$ cat src/hdl/point_in_polygon_classifier_core_assert.svh
// ---------------------------------------------------------------------------
// Point-in-polygon classifier assertion macros
// Shared macros for the concurrent checks of the classifier core.
// ---------------------------------------------------------------------------
`ifndef POINT_IN_POLYGON_CLASSIFIER_CORE_ASSERT_SVH
`define POINT_IN_POLYGON_CLASSIFIER_CORE_ASSERT_SVH

// Check that a condition implies another condition in the same cycle.
`define PPC_ASSERT_SAME(lbl, ante, cons, msg) \
    lbl: assert property (@(posedge clk) disable iff (!rst_n) (ante) |-> (cons)) \
        else $error(msg);

// Check that a condition implies another condition in the next cycle.
`define PPC_ASSERT_NEXT(lbl, ante, cons, msg) \
    lbl: assert property (@(posedge clk) disable iff (!rst_n) (ante) |=> (cons)) \
        else $error(msg);

`endif

$ cat src/hdl/ppc_pkg.sv
// ---------------------------------------------------------------------------
// Point-in-polygon classifier package
// Sizes, command codes, status codes and shared types of the classifier.
// ---------------------------------------------------------------------------
package ppc_pkg;

    // Vertex table and coordinate sizing
    localparam int MAX_VERTICES = 64;
    localparam int COORD_WIDTH  = 32;
    localparam int IDX_W        = $clog2(MAX_VERTICES);
    localparam int CNT_W        = $clog2(MAX_VERTICES + 1);
    localparam int DIFF_W       = COORD_WIDTH + 1;
    localparam int PROD_W       = 2 * DIFF_W;

    // Command queue between front and back (power of two depth)
    localparam int QUEUE_DEPTH  = 2;
    localparam int QPTR_W       = $clog2(QUEUE_DEPTH);
    localparam int QCNT_W       = $clog2(QUEUE_DEPTH + 1);

    // Input opcodes
    localparam logic [1:0] OP_CLEAR  = 2'd0;
    localparam logic [1:0] OP_APPEND = 2'd1;
    localparam logic [1:0] OP_TEST   = 2'd2;

    typedef logic signed [COORD_WIDTH-1:0] coord_t;

    // Command kinds after classification
    typedef enum logic [1:0] {
        CMD_NOP,
        CMD_CLEAR,
        CMD_APPEND,
        CMD_TEST
    } cmd_kind_t;

    // Result status codes
    typedef enum logic [1:0] {
        STATUS_OK    = 2'd0,
        STATUS_FULL  = 2'd1,
        STATUS_EMPTY = 2'd2
    } status_t;

    // Queued command
    typedef struct packed {
        cmd_kind_t kind;
        coord_t    x;
        coord_t    y;
    } cmd_t;

    // Crossing report of the edge pipeline
    typedef struct packed {
        logic valid;
        logic flip;
    } edge_hit_t;

    // Sign-extend or wrap a 32-bit input coordinate to the coordinate width
    function automatic coord_t load_coord(input logic signed [31:0] raw);
        return COORD_WIDTH'(raw);
    endfunction

    // Map an opcode to its command kind
    function automatic cmd_kind_t classify(input logic [1:0] op);
        cmd_kind_t kind;
        unique case (op)
            OP_CLEAR:  kind = CMD_CLEAR;
            OP_APPEND: kind = CMD_APPEND;
            OP_TEST:   kind = CMD_TEST;
            default:   kind = CMD_NOP;
        endcase
        return kind;
    endfunction

endpackage

$ cat src/hdl/ppc_front.sv
// ---------------------------------------------------------------------------
// Classifier front end
// Accepts input transactions, classifies the opcode and queues the command.
// ---------------------------------------------------------------------------
module ppc_front
    import ppc_pkg::*;
(
    input  logic               clk,
    input  logic               rst_n,
    input  logic               in_valid,
    output logic               in_ready,
    input  logic [1:0]         opcode,
    input  logic signed [31:0] coord_x,
    input  logic signed [31:0] coord_y,
    output logic               cmd_valid,
    input  logic               cmd_ready,
    output cmd_t               cmd
);

    cmd_t              queue_mem [QUEUE_DEPTH];
    logic [QPTR_W-1:0] wr_ptr_reg;
    logic [QPTR_W-1:0] wr_ptr_next;
    logic [QPTR_W-1:0] rd_ptr_reg;
    logic [QPTR_W-1:0] rd_ptr_next;
    logic [QCNT_W-1:0] fill_reg;
    logic [QCNT_W-1:0] fill_next;
    logic              push;
    logic              pop;
    cmd_t              new_cmd;

    // Accept while the queue has room
    assign in_ready  = (fill_reg != QCNT_W'(QUEUE_DEPTH));
    assign cmd_valid = (fill_reg != '0);
    assign cmd       = queue_mem[rd_ptr_reg];
    assign push      = in_valid && in_ready;
    assign pop       = cmd_valid && cmd_ready;

    // Classify the incoming transaction
    always_comb
    begin
        new_cmd.kind = classify(opcode);
        new_cmd.x    = load_coord(coord_x);
        new_cmd.y    = load_coord(coord_y);
    end

    // Advance pointers and fill level
    always_comb
    begin
        wr_ptr_next = push ? wr_ptr_reg + QPTR_W'(1) : wr_ptr_reg;
        rd_ptr_next = pop ? rd_ptr_reg + QPTR_W'(1) : rd_ptr_reg;
        fill_next   = fill_reg;
        if (push && !pop)
        begin
            fill_next = fill_reg + QCNT_W'(1);
        end
        else if (pop && !push)
        begin
            fill_next = fill_reg - QCNT_W'(1);
        end
    end

    always_ff @(posedge clk or negedge rst_n)
    begin
        if (!rst_n)
        begin
            wr_ptr_reg <= '0;
            rd_ptr_reg <= '0;
            fill_reg   <= '0;
        end
        else
        begin
            wr_ptr_reg <= wr_ptr_next;
            rd_ptr_reg <= rd_ptr_next;
            fill_reg   <= fill_next;
        end
    end

    // Store the queued command
    always_ff @(posedge clk)
    begin
        if (push)
        begin
            queue_mem[wr_ptr_reg] <= new_cmd;
        end
    end

endmodule

$ cat config.mk
export PLATFORM = sky130hd
export DESIGN_NAME = ppc_front
export DESIGN_NICKNAME = d
export VERILOG_FILES = /design/src/hdl/point_in_polygon_classifier_core_assert.svh /design/src/hdl/ppc_pkg.sv /design/src/hdl/ppc_front.sv
export SDC_FILE = /design/constraint.sdc
export NUM_CORES = 1
export LEC_CHECK = 0
export ABC_AREA = 0
export BUFFER_PORTS_ARGS = -buffer_cell sky130_fd_sc_hd__buf_2
export CORE_UTILIZATION = 40
export DETAILED_ROUTE_END_ITERATION = 7
export MAX_ROUTING_LAYER = met4
export PLACE_DENSITY = 0.72
export SYNTH_ARGS = -nofsm -noshare
export SYNTH_HDL_FRONTEND = slang
export SYNTH_SLANG_ARGS = --single-unit
$ cat constraint.sdc
create_clock -name clk -period 5.4 [get_ports clk]
set_clock_uncertainty 0.05 [all_clocks]
set_input_delay 1.08 -clock clk [delete_from_list [all_inputs] [get_ports clk]]
set_output_delay 1.08 -clock clk [all_outputs]
set_load 0.01 [all_outputs]
# Word level (Yosys, flattened, before mapping)

Memories as Yosys holds them, arrays and structs flattened.
Index checks and enable logic that the tools add are counted.

Add/sub/neg operators: 4
Equal/unequal tests: 3
Multiplexer cells: 5
Reduce and logical (&&, ||, !) cells: 9

Operators with widths:

| operator            | number |
|---|---|
| $pmux 2 s3          | 1 |
| $logic_and 1x1->1   | 4 |
| $mux 2              | 2 |
| $reduce_bool 2->1   | 2 |
| $add 1x1->1 const B | 2 |
| $add 2x1->2 const B | 1 |
| $eq 2x1->1 const B  | 1 |
| $eq 2x2->1 const B  | 1 |
| $logic_not 1->1     | 2 |
| $logic_not 2->1     | 1 |
| $mux 1              | 2 |
| $ne 2x2->1 const B  | 1 |
| $sub 2x1->2 const B | 1 |

Bits in registers: 4
Bits in writable memories: 132
Bits of input ports: 70
Logic and storage cells: 25
Memories kept: 1

Memories:

| name      | words | bits a word | rd ports | clocked after memory_dff | write ports | RTL line        | text |
|---|---|---|---|---|---|---|---|
| queue_mem | 2     | 66          | 1        | 0                        | 1           | ppc_front.sv:20 | `cmd_t queue_mem [QUEUE_DEPTH];` |

# Longest topological paths before layout

Gate-level depths: netlist of the first run.

Depth after elaboration: 6
Mapped depth: 7
Mapped depth without buffers: 7

# Least setup slack after synthesis of the first run

No wires, ideal clock.

Path kind: in2reg
Start: in in_valid
End: mem queue_mem[0][0] (netlist bit), enable pin
Data arrival time: 3.930 ns
Path slack: 0.930 ns
Stages on the path: 2
Cell sequence: nand2_1 > nor2_1

Word-level cells in the longest chain between the ends: 3

Ends and longest elaborated chain:

| element                      | RTL line        | text |
|---|---|---|
| start, declared              | ppc_front.sv:10 | `input logic in_valid,` |
| $logic_and 1x1->1            | ppc_front.sv:35 | `assign push = in_valid && in_ready;` |
| $mux 1                       | ppc_front.sv:81 | `if (push)` |
| $mux 1 (implied by the code) | ppc_front.sv:83 | `queue_mem[wr_ptr_reg] <= new_cmd;` |
| end, declared                | ppc_front.sv:20 |  |

No other way between the ends.

==> impl_metrics.ini, run 1 <==
[final_layout]
post-route-util_pct = 53.3
area_growth_pct = 27.5
final_nets = 454
layout.cells.non_filler = 561
largest_reg_flops = 132
antenna_cells = 0
drive_above_1_share_pct = 59.3

[synthesis]
synth_most_common_cell = edfxtp_1
syn_area_mm2 = 0.00512
synth_fp_nets = 304
yosysSeqAreaShare_pct = 79.3
synth_cells = 230
synthFlopType = edfxtp_1
synth_area_leaders = edfxtp_1 (77%), mux2_4 (8.8%), mux2_2 (7.9%), dfrtp_1 (2.0%), ha_1 (0.98%)
ys_top_cells_by_count = edfxtp_1 (132), mux2_2 (36), mux2_4 (30)
synth_warnings = 0
synth_edf_count = 132
netlist.area_leader.share_pct = 77.4
synth_top_cell_by_area = edfxtp_1
synth-seq-cells = 136
postSynthAreaPerCell_um2 = 22.3
async_reset_ff_share_pct = 2.94
yosysUniqueCellTypes = 16

[worst_setup_path]
cp-start-kind = flop
rrSetupSlack_ns = 2.92
worst_r2r_startpoint = fill_reg[0]
cp_data_arrival_time_ns = 2.14
critPathCapture = cmd[11]
path_cells = mux2_2, buf_2
rr_worst_depth = 4
path_class = flop to output pin
crit_required_ns = 4.27
critical_path_peak_fanout = 67
cp-startpoint = rd_ptr_reg
critPathCaptureType = output pin
reg2reg_to = queue_mem[0][53]
cp_slowest_stage_delay_ns = 1.13
critPathSlowestCell = dfrtp_4

[die]
core_mm2 = 0.0123
die_x_um = 115
dieArea_mm2 = 0.0133
initial_utilization_pct = 41.8
floorplan.io_pins = 138
die_h_um = 115
rows = 40

[clock_tree]
clk_pin_slew_ns = 0.05
cts-root-buf = clkbuf_16
cts_resized = 0
cts_buffers = 17
htreeDepth = 4
clock_sinks = 136
clock_latency_ns = 0.41
cts_tree = done
clk_path_buf_depth = 2
hold_buffers = 0
post-cts-setup-buffers = 0

[pwr]
switching_share_pct = 27.4
p_per_area_mw_per_mm2 = 553
peakVddDrop_mv = 0.475
power_frac_clock_pct = 29.2
internal-power_mw = 2.62
seqPwrFrac_pct = 45.0
power.switching_uw = 988
p_comb_share_pct = 25.7
p_leak_nw = 2.56

[global_routing]
overflow = 0
grt_pass1_wl_um = 12500
grt_use_total_pct = 13.8
grt_start_max_net_pins = 68
grt_pass1_vias = 2583
antenna_found_initial = 0

[placed_design]
placed_cells = 529
place.gp.congestion = 0.715
place.port_buffers = 137
dp_hpwl_um = 5190

[timing]
whs_ns = 0.418
fin_crit_sh_pct = 60.5
hold_viol_final = 0
setup_viol = 0
max_slew_margin_pct = 28.9
drv_slew = 0
tightest_slew_ns = 1.07
rsz0062_at_grt = no
fin_tns_setup_ns = 0
max_clock_freq_mhz = 306
fin_crit_ns = 3.27

[worst_hold_path]
hold_class = input port to async pin

[detailed_routing]
via_per_inst = 4.48
drt-initial-drc-count = 86
drc_errors = 0
dr_total_vias = 2514
drt-total-wl_um = 8280
drtPass1Iterations = 4
wl_per_cell_um = 14.8
ant_nets = 0

[run]
cap_violations = 0

[status]
outcome = finished, final reports clean
cell families after synthesis:
group / after synthesis / share of synthesized area [%]
buf+inv: 10 / 1.32
xor+xnor: 5 / 0.855
simple gates: 9 / 0.806
fa+ha+maj: 4 / 0.977
flops: 136 / 79.3
mux: 66 / 16.7
placed cells by master, fill, tap and decap left out:
cell,instances
clkbuf_1,2
clkinv_2,5
mux2_2,36
or2_2,1
bufinv_16,2
xor2_1,2
inv_1,3
and3_4,1
dfrtp_1,3
nand2_1,2
nand2b_1,1
dfrtp_4,1
xnor2_1,3
buf_4,1
nor2_1,3
clkinvlp_4,1
nor2_4,1
ha_1,4
clkinv_1,5
mux2_4,30
buf_2,137
clkbuf_16,17
edfxtp_1,132
power by group through the flow:
stage / logic (mW) / clock network, mW / registers (mW)
after floorplan: 0.734 / 0 / 1.53
after global placement: 0.941 / 0 / 1.64
after detailed placement: 0.949 / 0 / 1.65
after CTS: 0.953 / 1.08 / 1.63
after global routing: 1.01 / 1.13 / 1.66
final: 0.928 / 1.06 / 1.62
how the worst min path moves through the flow:
stage,slack [ns],cells after the start,end,start
6_report,0.42,1,wr_ptr_reg,rst_n
5_1_grt,0.40,1,wr_ptr_reg,rst_n
4_1_cts,0.40,1,rd_ptr_reg,rst_n
3_5_place_dp,0.45,1,fill_reg[1],fill_reg[1]
3_3_place_gp,0.42,1,fill_reg[1],fill_reg[1]
2_1_floorplan,0.41,1,fill_reg[1],fill_reg[1]
metal layers:
metal  up-vias  GRT usage, %  wire length, um
met1      1201          14.9             3490
met2        95          21.6             4110
li1       1203             -                -
met4         0          7.27              148
met3        15          5.85              532
met5         -             -                0
per-stage QoR:
| stage | setup slack [ns] | instance area [um2] | total power [mW] |
|---|---|---|---|
| 6_report | 2.13 | 6530 | 3.61 |
| 5_1_grt | 2.00 | 6530 | 3.80 |
| 4_1_cts | 2.07 | 6530 | 3.67 |
| 3_5_place_dp | 2.26 | 5990 | 2.60 |
| 3_3_place_gp | 2.33 | 5990 | 2.58 |
| 2_1_floorplan | 0.930 | 5120 | 2.26 |
final cells by class:
class                           count  area [um2]
Inverter                            3        11.3
Tap cell                          168         210
Timing Repair Buffer              138         693
Clock buffer                       19         433
Multi-Input combinational cell     84        1000
Sequential cell                   136        4070
Fill cell                         998        5730
Clock inverter                     13         111
critical path: cells and delay by family, from the launching register on:
kind     cells  cell delay, ns
flops        1            1.13
mux          1            0.43
buf+inv      1            0.14
Note: power is estimated with default switching activity, not from simulation.
==> run 2, diff against run 1 <==
==> constraint.sdc (replaced) <==
create_clock -name clk -period 3.3 [get_ports clk]
set_clock_uncertainty 0.05 [all_clocks]
set_input_delay 0.66 -clock clk [delete_from_list [all_inputs] [get_ports clk]]
set_output_delay 0.66 -clock clk [all_outputs]
set_load 0.01 [all_outputs]
==> impl_metrics.ini, run 2 (synthesized netlist as in run 1, its figures left out) <==
[status]
outcome = finished, final reports clean

[pwr]
power_frac_clock_pct = 30.0
seqPwrFrac_pct = 42.8
peakVddDrop_mv = 0.526
switching_share_pct = 27.1
p_per_area_mw_per_mm2 = 912
power.switching_mw = 1.63
p_leak_nw = 2.58
internal-power_mw = 4.39
p_comb_share_pct = 27.2

[detailed_routing]
dr_total_vias = 2583
wl_per_cell_um = 15.1
drt-total-wl_um = 8500
ant_nets = 0
drtPass1Iterations = 4
via_per_inst = 4.58
drt-initial-drc-count = 83
drc_errors = 0

[worst_setup_path]
cp_data_arrival_time_ns = 2.05
critPathCaptureType = output pin
critical_path_peak_fanout = 40
critPathSlowestCell = dfrtp_4
crit_required_ns = 2.59
path_class = flop to output pin
path_cells = buf_12, mux2_2, buf_2
cp-start-kind = flop
cp_slowest_stage_delay_ns = 0.82

[timing]
drv_slew = 0
fin_tns_setup_ns = 0
fin_crit_ns = 2.76
max_slew_margin_pct = 38.1
fin_crit_sh_pct = 83.6
hold_viol_final = 0
tightest_slew_ns = 0.928
max_clock_freq_mhz = 362
setup_viol = 0
rsz0062_at_grt = no

[clock_tree]
clock_sinks = 136
clock_latency_ns = 0.41
htreeDepth = 4
cts_buffers = 17
clk_pin_slew_ns = 0.05
cts_resized = 0
cts_tree = done
clk_path_buf_depth = 2
cts-root-buf = clkbuf_16

[final_layout]
area_growth_pct = 28.9
post-route-util_pct = 53.9
layout_commonest_cell = buf_2
regArea_mm2 = 0.00407
multi_input_area_mm2 = 0.00100
stdcell_area_mm2 = 0.00661
final_nets = 457
drive_above_1_share_pct = 58.8
fillCellCount = 982
final_cell_mix = buf_2 (137), edfxtp_1 (132), mux2_2 (36), mux2_4 (30), clkbuf_16 (17)
antenna_cells = 0
largest_reg_flops = 132

[placed_design]
dp_hpwl_um = 5470
placed_cell_area_mm2 = 0.00603
place.gp.congestion = 0.664
place.port_buffers = 137

[die]
dieArea_mm2 = 0.0133
initial_utilization_pct = 41.8
die_x_um = 115
floorplan.io_pins = 138
rows = 40
die_h_um = 115
core_mm2 = 0.0123

[global_routing]
grt_use_total_pct = 14.0
grt_pass1_vias = 2730
antenna_found_initial = 0
grt_pass1_wl_um = 12800
grt_start_max_net_pins = 67
overflow = 0

[run]
cap_violations = 0

[worst_hold_path]
hold_class = input port to flop
## run 2: changes by cell type in the layout (fill, tap and decap cells not counted)
| cell | delta |
|---|---|
| dlygate4sd3_1 | +1 |
| buf_12 | +2 |
| clkbuf_1 | +1 |
| bufinv_16 | +1 |
| clkinvlp_4 | +1 |
| clkinv_1 | +1 |
| clkinv_2 | -4 |
## run 2: final cells by class
type                            instances  share of cell area (%)
Inverter                                3                   0.170
Timing Repair Buffer                  141                    11.3
Multi-Input combinational cell         84                    15.2
Tap cell                              168                    3.18
Sequential cell                       136                    61.6
Clock buffer                           20                    6.61
Clock inverter                         12                    2.01
## run 2: repair_timing
item | in CTS | in global routing
endpoints found under the hold margin | 4 | 0
hold buffers | 1 | 0
setup endpoints to repair | 0 | 0
setup buffers | 0 | 0
## run 2: power groups by stage
stage | sequential [mW] | clock [mW] | combinational (mW)
finish | 2.57 | 1.81 | 1.64
global route | 2.62 | 1.93 | 1.77
CTS | 2.59 | 1.85 | 1.68
detailed placement | 2.62 | 0 | 1.68
floorplan | 2.49 | 0 | 1.20
global placement | 2.59 | 0 | 1.67
## run 2: routing by layer
metal	vias up	global-route usage [%]	part of all wire, %
met5	-	-	0
met4	0	5.89	1.6
met3	12	6.11	6.4
met2	102	23.3	52
met1	1263	14.4	40
li1	1206	-	-
## run 2: final timing paths
check	from	end	slack [ns]	cells after the start
min in group asynchronous	rst_n	fill_reg[1]	0.54	2
setup / recovery	rd_ptr_reg	cmd[57]	0.54	3
hold reg to reg	fill_reg[1]	fill_reg[1]	0.46	1
max in group asynchronous	rst_n	rd_ptr_reg	2.52	2
hold / removal	coord_y[19]	queue_mem[1][19]	0.39	1
setup reg to reg	fill_reg[0]	queue_mem[1][34]	1.44	2
## run 2: stage by stage
stage          hold WS [ns]  setup slack [ns]  std cells  total power [mW]
5_1_grt               0.364             0.419        564              6.32
2_1_floorplan         0.314             0.354        230              3.69
3_3_place_gp          0.418             0.941        531              4.26
3_5_place_dp          0.422             0.913        531              4.30
4_1_cts               0.367             0.462        564              6.12
6_report              0.388             0.540        564              6.02
## run 2: worst max-delay path, delay by kind of cell, from the launching register on
family	cells	cell delay, ns
flops	1	0.82
buf+inv	2	0.45
mux	1	0.37
==> run 3, diff against run 2 <==
--- a/config.mk
+++ b/config.mk
@@ -10,7 +10,7 @@
 export CORE_UTILIZATION = 40
 export DETAILED_ROUTE_END_ITERATION = 7
 export MAX_ROUTING_LAYER = met4
-export PLACE_DENSITY = 0.72
+export PLACE_DENSITY = 0.74
 export SYNTH_ARGS = -nofsm -noshare
 export SYNTH_HDL_FRONTEND = slang
 export SYNTH_SLANG_ARGS = --single-unit
==> constraint.sdc (replaced) <==
create_clock -name clk -period 2.2 [get_ports clk]
set_clock_uncertainty 0.05 [all_clocks]
set_input_delay 0.44 -clock clk [delete_from_list [all_inputs] [get_ports clk]]
set_output_delay 0.44 -clock clk [all_outputs]
set_load 0.01 [all_outputs]
==> impl_metrics.ini, run 3 (synthesized netlist as in run 1, its figures left out) <==
[timing]
max_slew_margin_pct = 68.5
tightest_slew_ns = 0.472
drv_slew = 0
hold_viol_final = 0
rsz0062_at_grt = no
fin_crit_sh_pct = 95.5
worst_slack_ns = 0.0985
setup_viol = 0
fin_crit_ns = 2.10
max_clock_freq_mhz = 476
fin_tns_setup_ns = 0

[status]
outcome = finished, final reports clean

[die]
die_x_um = 115
floorplan.io_pins = 138
initial_utilization_pct = 41.8
die_h_um = 115
rows = 40
core_mm2 = 0.0123
dieArea_mm2 = 0.0133

[detailed_routing]
drtPass1Iterations = 4
dr_total_vias = 2581
drt-total-wl_um = 8600
drt-initial-drc-count = 103
wl_per_cell_um = 15.1
drc_errors = 0
via_per_inst = 4.53
ant_nets = 0

[clock_tree]
cts-root-buf = clkbuf_16
htreeDepth = 4
cts_resized = 0
cts_tree = done
clk_pin_slew_ns = 0.05
clock_latency_ns = 0.40
clock_sinks = 136
clk_path_buf_depth = 2
cts_buffers = 17

[worst_setup_path]
critPathCapture = cmd[59]
critPathCaptureType = output pin
rr_worst_depth = 4
cp-start-kind = flop
path_class = flop to output pin
reg2reg_to = queue_mem[0][27]
cp-startpoint = rd_ptr_reg
rrSetupSlack_ns = 0.49
cp_data_arrival_time_ns = 1.61
critical_path_peak_fanout = 27
crit_required_ns = 1.71
worst_r2r_startpoint = fill_reg[0]

[worst_hold_path]
hold_class = input port to flop
hp-start = coord_y[17]

[pwr]
peakVddDrop_mv = 0.594
p_leak_nw = 2.62
p_per_area_mw_per_mm2 = 1370

[final_layout]
largest_reg_flops = 132
post-route-util_pct = 54.3
drive_above_1_share_pct = 60.7
multi_input_area_mm2 = 0.00100
fillCellCount = 992
antenna_cells = 0
final_cell_mix = buf_2 (137), edfxtp_1 (132), mux2_2 (36), mux2_4 (30), clkbuf_16 (17)
final_nets = 463
area_growth_pct = 30.0
layout_commonest_cell = buf_2
regArea_mm2 = 0.00407

[global_routing]
grt_start_max_net_pins = 36
antenna_found_initial = 0
grt_pass1_vias = 2644
overflow = 0
grt_use_total_pct = 14.2
grt_pass1_wl_um = 13000

[placed_design]
place.port_buffers = 137
dp_slack_ns = 0.357
place.gp.congestion = 0.681
dp_hpwl_um = 5680

[run]
cap_violations = 0
[run 3: changes by cell type in the layout (fill, tap and decap cells not counted), sizes merged]
cell	change
clkinv	-2
bufinv	-1
buf	+6
clkbuf	+3
[run 3: critical path, stage by stage (launching register included)]
cell     delay, ns
dfrtp_4       0.48
buf_12        0.22
mux2_2        0.36
buf_2         0.14
[run 3: per-layer routing]
layer	wire (um)	part of all wire, %	global-route usage (%)	vias to the layer above
met4	127	1.5	6.15	0
met1	3630	42	15.6	1255
met2	4320	50	22.7	94
li1	-	-	-	1221
met5	0	0	-	-
met3	523	6.1	5.85	11
[run 3: repair_timing]
item / CTS / global route
endpoints found under the setup margin: 53 / 0
hold buffers: 1 / 0
setup buffers: 2 / 0
hold endpoints to repair: 4 / 0
[run 3: worst min-delay path by stage]
stage                  endpoint  cells past startpoint
2_1_floorplan       fill_reg[0]                      0
3_3_place_gp        fill_reg[0]                      1
3_5_place_dp        fill_reg[1]                      1
4_1_cts         queue_mem[0][2]                      1
5_1_grt        queue_mem[0][44]                      1
6_report       queue_mem[0][17]                      1
[run 3: area by class of cell]
| class | count | area share, % |
|---|---|---|
| inverters | 3 | 0.169 |
| multi-input cells | 84 | 15.1 |
| well taps | 168 | 3.16 |
| clock buffers | 23 | 7.02 |
| clock inverters | 9 | 1.50 |
| flip-flops and latches | 136 | 61.1 |
| repair buffers | 147 | 12.0 |
[run 3: through the flow]
stage	cell area, um2	hold WS, ns	std cells	power [mW]
6_report	6660	0.176	570	9.10
5_1_grt	6660	0.147	570	9.56
4_1_cts	6660	0.150	570	9.26
3_5_place_dp	6070	0.205	535	6.52
3_3_place_gp	6070	0.206	535	6.46
2_1_floorplan	5130	0.0944	230	5.53
[run 3: power breakdown]
| part | internal (mW) | switching (mW) | total, mW |
|---|---|---|---|
| clock | 1.72 | 0.955 | 2.67 |
| combinational | 1.36 | 1.34 | 2.70 |
| sequential | 3.56 | 0.175 | 3.73 |
| total | 6.63 | 2.47 | 9.10 |
